$ cat config.mk
export PLATFORM = sky130hd
export DESIGN_NAME = sofc_ctrl
export DESIGN_NICKNAME = d
export VERILOG_FILES = /design/src/sv/sofc_pkg.sv /design/src/sv/sofc_ctrl.sv
export VERILOG_INCLUDE_DIRS = /design/src /design/src/sv
export SDC_FILE = /design/constraint.sdc
export NUM_CORES = 1
export LEC_CHECK = 0
export ABC_AREA = 1
export BUFFER_PORTS_ARGS = -buffer_cell sky130_fd_sc_hd__buf_2
export CORE_UTILIZATION = 45
export CTS_BUF_LIST = sky130_fd_sc_hd__clkbuf_8
export DETAILED_ROUTE_END_ITERATION = 6
export PLACE_DENSITY = 0.85
export SLEW_MARGIN = 40
export SYNTH_ARGS = -nofsm -noshare
export SYNTH_HDL_FRONTEND = slang
export SYNTH_SLANG_ARGS = --single-unit
$ cat constraint.sdc
create_clock -name i_clk -period 3.1 [get_ports i_clk]
set_input_delay 0.31 -clock i_clk [delete_from_list [all_inputs] [get_ports i_clk]]
set_output_delay 0.31 -clock i_clk [all_outputs]
set_load 0.03 [all_outputs]
$ cat src/sv/assert_macros.svh
// ----------------------------------------------------------------------------
// Assertion macros
// Concurrent checks on the block clock, disabled while reset is held.
// ----------------------------------------------------------------------------
`ifndef ASSERT_MACROS_SVH
`define ASSERT_MACROS_SVH

// Antecedent implies consequent in the same cycle.
`define SOFC_ASSERT_IMPL(lbl, ante, cons, msg) \
    lbl: assert property (@(posedge i_clk) disable iff (!i_rst_n) (ante) |-> (cons)) \
        else $error(msg);

// Antecedent implies consequent in the next cycle.
`define SOFC_ASSERT_NEXT(lbl, ante, cons, msg) \
    lbl: assert property (@(posedge i_clk) disable iff (!i_rst_n) (ante) |=> (cons)) \
        else $error(msg);

// Expression never holds.
`define SOFC_ASSERT_NEVER(lbl, expr, msg) \
    lbl: assert property (@(posedge i_clk) disable iff (!i_rst_n) !(expr)) \
        else $error(msg);

`endif

$ cat src/sv/sofc_pkg.sv
// ----------------------------------------------------------------------------
// sofc_pkg
// Shared sizes, types and constants of the subflow order counter table.
// ----------------------------------------------------------------------------
package sofc_pkg;

    localparam int TABLE_ENTRIES = 128;
    localparam int IDX_W         = $clog2(TABLE_ENTRIES);
    localparam int CNT_W         = $clog2(TABLE_ENTRIES + 1);
    localparam int KEY_W         = 32;
    localparam int MARK_W        = 32;
    localparam int ENTRY_W       = KEY_W + MARK_W;

    localparam logic [MARK_W-1:0] MARK_FIRST = MARK_W'(1);

    typedef enum logic {
        ST_IDLE,
        ST_SCAN
    } t_state;

    typedef struct packed {
        logic               wr_en;
        logic [IDX_W-1:0]   wr_addr;
        logic [ENTRY_W-1:0] wr_data;
        logic               rd_en;
        logic [IDX_W-1:0]   rd_addr;
    } t_mem_req;

    typedef struct packed {
        logic              valid;
        logic              marked;
        logic [MARK_W-1:0] mark;
        logic              is_primary;
        logic              table_full;
    } t_result;

endpackage

$ cat src/sv/sofc_ctrl.sv
// ----------------------------------------------------------------------------
// sofc_ctrl
// Scan sequencer: walks the filled part of the table, bumps a hit, or appends or flags a full table.
// ----------------------------------------------------------------------------
module sofc_ctrl (
    input  logic                           i_clk,
    input  logic                           i_rst_n,
    input  logic                           i_start,
    input  logic                           i_kind,
    input  logic                           i_is_multipath,
    input  logic [sofc_pkg::KEY_W-1:0]     i_token,
    input  logic [sofc_pkg::ENTRY_W-1:0]   i_rd_data,
    output logic                           o_busy,
    output sofc_pkg::t_mem_req             o_mem_req,
    output sofc_pkg::t_result              o_res
);
    import sofc_pkg::*;
    `include "assert_macros.svh"

    t_state            r_state,   n_state;
    logic [KEY_W-1:0]  r_token,   n_token;
    logic [CNT_W-1:0]  r_fill,    n_fill;
    logic [CNT_W-1:0]  r_rd_idx,  n_rd_idx;
    logic              r_cmp_vld, n_cmp_vld;
    logic [IDX_W-1:0]  r_cmp_idx, n_cmp_idx;

    logic              rd_go;
    logic              hit;
    logic [KEY_W-1:0]  rd_key;
    logic [MARK_W-1:0] rd_count;
    logic [MARK_W-1:0] new_count;

    assign rd_key    = i_rd_data[ENTRY_W-1:MARK_W];
    assign rd_count  = i_rd_data[MARK_W-1:0];
    assign new_count = rd_count + MARK_FIRST;
    assign rd_go     = (r_rd_idx < r_fill);
    assign hit       = r_cmp_vld && (rd_key == r_token);
    assign o_busy    = (r_state != ST_IDLE);

    always_ff @(posedge i_clk) begin
        if (!i_rst_n) begin
            r_state   <= ST_IDLE;
            r_fill    <= '0;
            r_cmp_vld <= 1'b0;
        end else begin
            r_state   <= n_state;
            r_fill    <= n_fill;
            r_cmp_vld <= n_cmp_vld;
        end
    end

    always_ff @(posedge i_clk) begin
        r_token   <= n_token;
        r_rd_idx  <= n_rd_idx;
        r_cmp_idx <= n_cmp_idx;
    end

    always_comb begin
        n_state   = r_state;
        n_token   = r_token;
        n_fill    = r_fill;
        n_rd_idx  = r_rd_idx;
        n_cmp_vld = 1'b0;
        n_cmp_idx = r_cmp_idx;
        o_mem_req = '0;
        o_res     = '0;

        case (r_state)
            ST_IDLE: begin
                if (i_start) begin
                    if (i_kind && i_is_multipath) begin
                        n_token  = i_token;
                        n_rd_idx = '0;
                        n_state  = ST_SCAN;
                    end else begin
                        // ignored event: all-zero result right away
                        o_res.valid = 1'b1;
                    end
                end
            end
            ST_SCAN: begin
                // issue next read while comparing the previous one
                o_mem_req.rd_en   = rd_go;
                o_mem_req.rd_addr = r_rd_idx[IDX_W-1:0];
                n_cmp_vld         = rd_go;
                n_cmp_idx         = r_rd_idx[IDX_W-1:0];
                if (rd_go) begin
                    n_rd_idx = r_rd_idx + CNT_W'(1);
                end
                if (hit) begin
                    o_mem_req.wr_en   = 1'b1;
                    o_mem_req.wr_addr = r_cmp_idx;
                    o_mem_req.wr_data = {r_token, new_count};
                    o_res.valid       = 1'b1;
                    o_res.marked      = 1'b1;
                    o_res.mark        = new_count;
                    o_res.is_primary  = (new_count == MARK_FIRST);
                    n_cmp_vld         = 1'b0;
                    n_state           = ST_IDLE;
                end else if (!r_cmp_vld && !rd_go) begin
                    // miss over the whole filled range: append or flag full
                    o_res.valid      = 1'b1;
                    o_res.marked     = 1'b1;
                    o_res.mark       = MARK_FIRST;
                    o_res.is_primary = 1'b1;
                    if (r_fill != CNT_W'(TABLE_ENTRIES)) begin
                        o_mem_req.wr_en   = 1'b1;
                        o_mem_req.wr_addr = r_fill[IDX_W-1:0];
                        o_mem_req.wr_data = {r_token, MARK_FIRST};
                        n_fill            = r_fill + CNT_W'(1);
                    end else begin
                        o_res.table_full = 1'b1;
                    end
                    n_state = ST_IDLE;
                end
            end
            default: begin
                n_state = ST_IDLE;
            end
        endcase
    end

    `SOFC_ASSERT_NEVER(a_fill_bound, r_fill > CNT_W'(TABLE_ENTRIES), "fill count overflow")
    `SOFC_ASSERT_IMPL(a_wr_in_scan, o_mem_req.wr_en, r_state == ST_SCAN, "write outside scan")
    `SOFC_ASSERT_IMPL(a_cmp_in_fill, r_cmp_vld, {1'b0, r_cmp_idx} < r_fill, "compare past fill")
    `SOFC_ASSERT_NEXT(a_scan_ends, o_res.valid && (r_state == ST_SCAN), r_state == ST_IDLE,
        "scan did not end after result")

endmodule

### Yosys cells after proc, flatten, opt, wreduce, memory -nomap -nowiden

Index checks and enable logic that the tools add are counted.

| storage, ports and cells | value |
|---|---|
| word-level logic and storage cells | 49 |
| output and inout port bits | 117 |
| register bits after elaboration | 57 |
| input bits | 101 |

| cells by class | value |
|---|---|
| mux-type cells | 21 |
| bitwise operators | 3 |
| add/subtract/negate cells | 3 |
| magnitude comparators | 1 |
| eq/ne operators | 6 |
| reduce and logical (&&, ||, !) cells | 9 |

Operator list:

| kind | number |
|---|---|
| 72-bit two-way mux | 3 |
| 80-bit two-way mux | 1 |
| 35-bit two-way mux | 2 |
| 36-bit two-way mux | 1 |
| 32-bit by 1-bit adder with 32-bit output (second input constant) | 1 |
| 32-bit by 1-bit == test with 1-bit output (second input constant) | 1 |
| 32-bit == test | 1 |
| 8-bit two-way mux | 3 |
| 8-bit by 1-bit adder with 8-bit output (second input constant) | 2 |
| 8-bit one-hot mux with 2 select lines | 1 |
| 8-bit < comparator | 1 |
| 1-bit two-way mux | 8 |
| 8-bit != test (second input constant) | 1 |
| 3-bit AND reduction | 2 |
| 2-bit != test (second input constant) | 2 |
| 1-bit one-hot mux with 2 select lines | 2 |
| 4-bit AND reduction | 1 |
| 1-bit logical AND | 3 |
| 1-bit inverter | 3 |
| 3-bit OR reduction | 1 |
| 1-bit zero test | 2 |
| 2-bit by 1-bit != test with 1-bit output (second input constant) | 1 |

### Depth between registers and ports, before layout

| logic depth | value |
|---|---|
| word-level depth | 6 |
| mapped depth | 13 |
| mapped depth without buffers | 13 |

### Worst setup path after synthesis

OpenSTA, ideal clock, no wires.

| timing | value |
|---|---|
| path type | register to register |
| start | register r_state, in the netlist o_busy |
| end | register r_rd_idx[0] (enable) |
| buffers on the path | 1 |
| path slack | 16 ps |
| arrival | 2,754 ps |
| cell stages (with the launch flop) | 7 |
| clock period less this slack | 3,084 ps |
| cell sequence | dfxtp_1 clkbuf_1 inv_1 nand2_1 nor2_1 inv_1 nand2_1 |

| between the ends | value |
|---|---|
| cells in the longest elaborated chain, start to end | 3 |
| elaborated cells between the ends (all ways) | 5 |
| classes of those cells | eq/ne: 3; bitwise: 1; reduce/logical: 1 |

RTL lines:

| what | RTL line | source |
|---|---|---|
| start: declaration | sofc_ctrl.sv:20 | `t_state r_state, n_state;` |
| start signal: assignment | sofc_ctrl.sv:46 | `r_state <= n_state;` |
| 1-bit inverter | - |  |
| 2-bit != test (no line) | - |  |
| 3-bit AND reduction (no line) (*) | - |  |
| end signal: assignment | sofc_ctrl.sv:54 | `r_rd_idx <= n_rd_idx;` |
| end: declaration | sofc_ctrl.sv:23 | `logic [CNT_W-1:0] r_rd_idx, n_rd_idx;` |

Mark *: on every way between the ends. The rest lies on a longest branch, timed or not.
A chain may end at the register's enable or synchronous reset.

==> results.yml <==
synthesis:
  ys_async_sr_fraction: 0
  ys_seq_elements: 57
  synth_top_area_cell: "edfxtp_1"
  syn_area_um2: 4870
  syn-instance-count: 734
  ys.flop_type: "edfxtp_1"
  post-synth-top-count-cell: "nand2_1"
  synth_top_area_frac: 0.290
  ys_types: 30
  synthTopCellsByCount: "nand2_1, nor2_1, inv_1"
  seq_area_frac_synth: 0.331
  syn_area_per_cell_um2: 6.64
  syn-num-nets: 847
  yosys_warnings: 0
  ys_top_cells_by_area: "edfxtp_1, nand2_1, nor2_1"
  synth_edf_count: 47
timing:
  relSlewSlack: 0.738
  fin_crit_sh: 0.943
  slew_viol_final: 0
  tns_ns: 0
  max_freq_mhz: 342
  skew_ns: 0.0140
  setup_violations: 0
  finalCriticalPeriod_ns: 2.92
  rsz0062_at_grt: "no"
  max_slew.worst_pin.slew_ns: 0.392
  hold_viol_final: 0
global_route:
  antenna_found_initial: 2
  first_global_vias: 5056
  grtUsageTotal: 0.265
  grt_max_degree: 34
  gr-total-overflow: 0
  grt_first_pass_wirelength_mm: 23.4
clock_tree:
  clock_path_buffers: 2
  cts_buffers: 9
  clock_latency_ns: 0.34
  clockRootBuffer: "clkbuf_8"
  clkSinkCount: 57
  cts_tree: "done"
  cts.clk_slew.worst_paths_ns: 0.08
  post-cts-setup-buffers: 0
  h-tree-depth: 3
run_status:
  status: "finished clean"
route:
  routed_wl_mm: 15.0
  avgViaCountPerCell: 5.05
  first_pass_iters: 6
  wl_per_cell_um: 14.0
  drtIter0Drc: 344
  postRouteAntennaNets: 0
  drc: 0
  vias: 5403
finish:
  drive_gt1_frac: 0.279
  final_nets: 1040
  syn2layout_area_growth_pct: 24.5
  final_cells: 1069
hold_path:
  hold_path_class: "primary input to flip-flop"
  min-delay-start: "i_token[13]"
floorplanning:
  core-area_um2: 10400
  ios: 218
  rows: 37
  die_x_um: 106
  die-area_um2: 11200
  die_h_um: 106
  floorplan.initialDensity: 0.468
run:
  maxCapViolCount: 0
place:
  numPortBuffers: 217
  dp.cells: 1052
  dp_hpwl_mm: 12.3
  gp_congestion: 0.960
power:
  vdd_drop_max_uv: 313
  p_leak_nw: 3.27
  pwr_density_cell_nw_per_um2: 291
setup_path:
  critPathCaptureType: "output port"
  crit_start: "r_fill[5]$_SDFFE_PN0P_"
  critPathRequiredTime_ns: 2.79
  setup.worst_path.class: "flip-flop to output port"
  worstSetupStartpointType: "flip-flop"
  r2r-start: "r_fill[5]$_SDFFE_PN0P_"
  crit_fanout: 33
  cp.arrival_ns: 2.61
[stage by stage]
| step | worst slack [ns] | hold WS (ns) | cell area (um2) | total power, mW | utilization |
|---|---|---|---|---|---|
| floorplan | 0.0164 | 0.409 | 4870 | 1.05 | - |
| global placement | 0.527 | 0.486 | 5900 | 1.18 | 0.567 |
| detailed placement | 0.478 | 0.488 | 5900 | 1.19 | 0.567 |
| CTS | 0.196 | 0.138 | 6060 | 1.76 | 0.582 |
| global route | 0.00319 | 0.141 | 6070 | 1.83 | 0.582 |
| finish | 0.176 | 0.145 | 6070 | 1.77 | 0.583 |
[sequential cells by signal, summed over array words and instances, names as in the netlist]
register	flops
o_busy	1
r_cmp_idx	7
r_cmp_vld	1
r_fill	8
r_rd_idx	8
r_token	32
[cells in the final DEF, fill, tap and decap left out, drive strengths merged]
cell type and count:
a211oi 1, a21oi 37, and2 1, buf 224, clkbuf 9, clkinv 5, clkinvlp 1, dfxtp 10
diode 1, edfxtp 47, ha 12, inv 112, nand2 196, nand3 30, nand3b 12, nand4 26
nor2 132, nor3 13, nor3b 1, nor4 4, o2111ai 3, o21ai 28, o22ai 1, or2 4
xnor2 17, xor2 6
[timing repair]
item	in CTS	in global routing
hold buffers	0	0
setup endpoints to repair	0	1
resized for setup	0	1
[per-layer routing]
layer / share of wire / routed length [um] / GRT usage / vias to the layer above
li1: - / - / - / 2718
met1: 0.37 / 5620 / 0.287 / 2378
met5: 0.00073 / 11 / 0 / -
met4: 0.025 / 380 / 0.0972 / 2
met2: 0.51 / 7690 / 0.501 / 271
met3: 0.086 / 1290 / 0.0570 / 34
[area by class of cell]
type	instances	area, um2
fill	1018	4350
multi-input combinational	524	2570
sequential	57	1610
timing repair buffer	224	1140
inverter	111	417
tap	136	170
clock buffer	9	124
clock inverter	7	38.8
antenna	1	2.50
[final timing paths]
check	endpoint	slack, ns	cells past startpoint
worst min register to register	r_cmp_idx[6]$_DFFE_PP_	0.52	0
worst min-delay path	r_token[13]$_DFFE_PP_	0.15	1
worst max register to register	r_rd_idx[5]$_SDFFCE_PN0P_	0.97	9
worst max-delay path	o_mem_req[40]	0.18	12
[critical path, cell delays in order, from the launching register on]
cell	delay, ns
dfxtp_1	0.37
inv_1	0.10
ha_1	0.32
a21oi_1	0.17
nor2_1	0.05
a211oi_1	0.18
nand2_1	0.13
nand2_1	0.14
o21ai_0	0.10
nand2_1	0.07
buf_4	0.32
nor2_1	0.12
buf_2	0.20
[cell families (layout without fill, tap and decap cells)]
| family | Yosys count | in the layout | synth area share |
|---|---|---|---|
| AO/OA/AOI/OAI | 70 | 70 | 0.0750 |
| XOR/XNOR | 23 | 23 | 0.0413 |
| adder cells (fa/ha/maj) | 12 | 12 | 0.0308 |
| buffers and inverters | 153 | 351 | 0.144 |
| AND/OR/NAND/NOR | 419 | 419 | 0.379 |
| other | 0 | 1 | 0 |
| flip-flops | 57 | 57 | 0.331 |
[report_power, final]
part | switching (mW) | total (mW) | internal, mW
clock | 0.308 | 0.589 | 0.281
combinational | 0.198 | 0.316 | 0.118
sequential | 0.0122 | 0.862 | 0.850
Note: power is estimated with default switching activity, not from simulation.
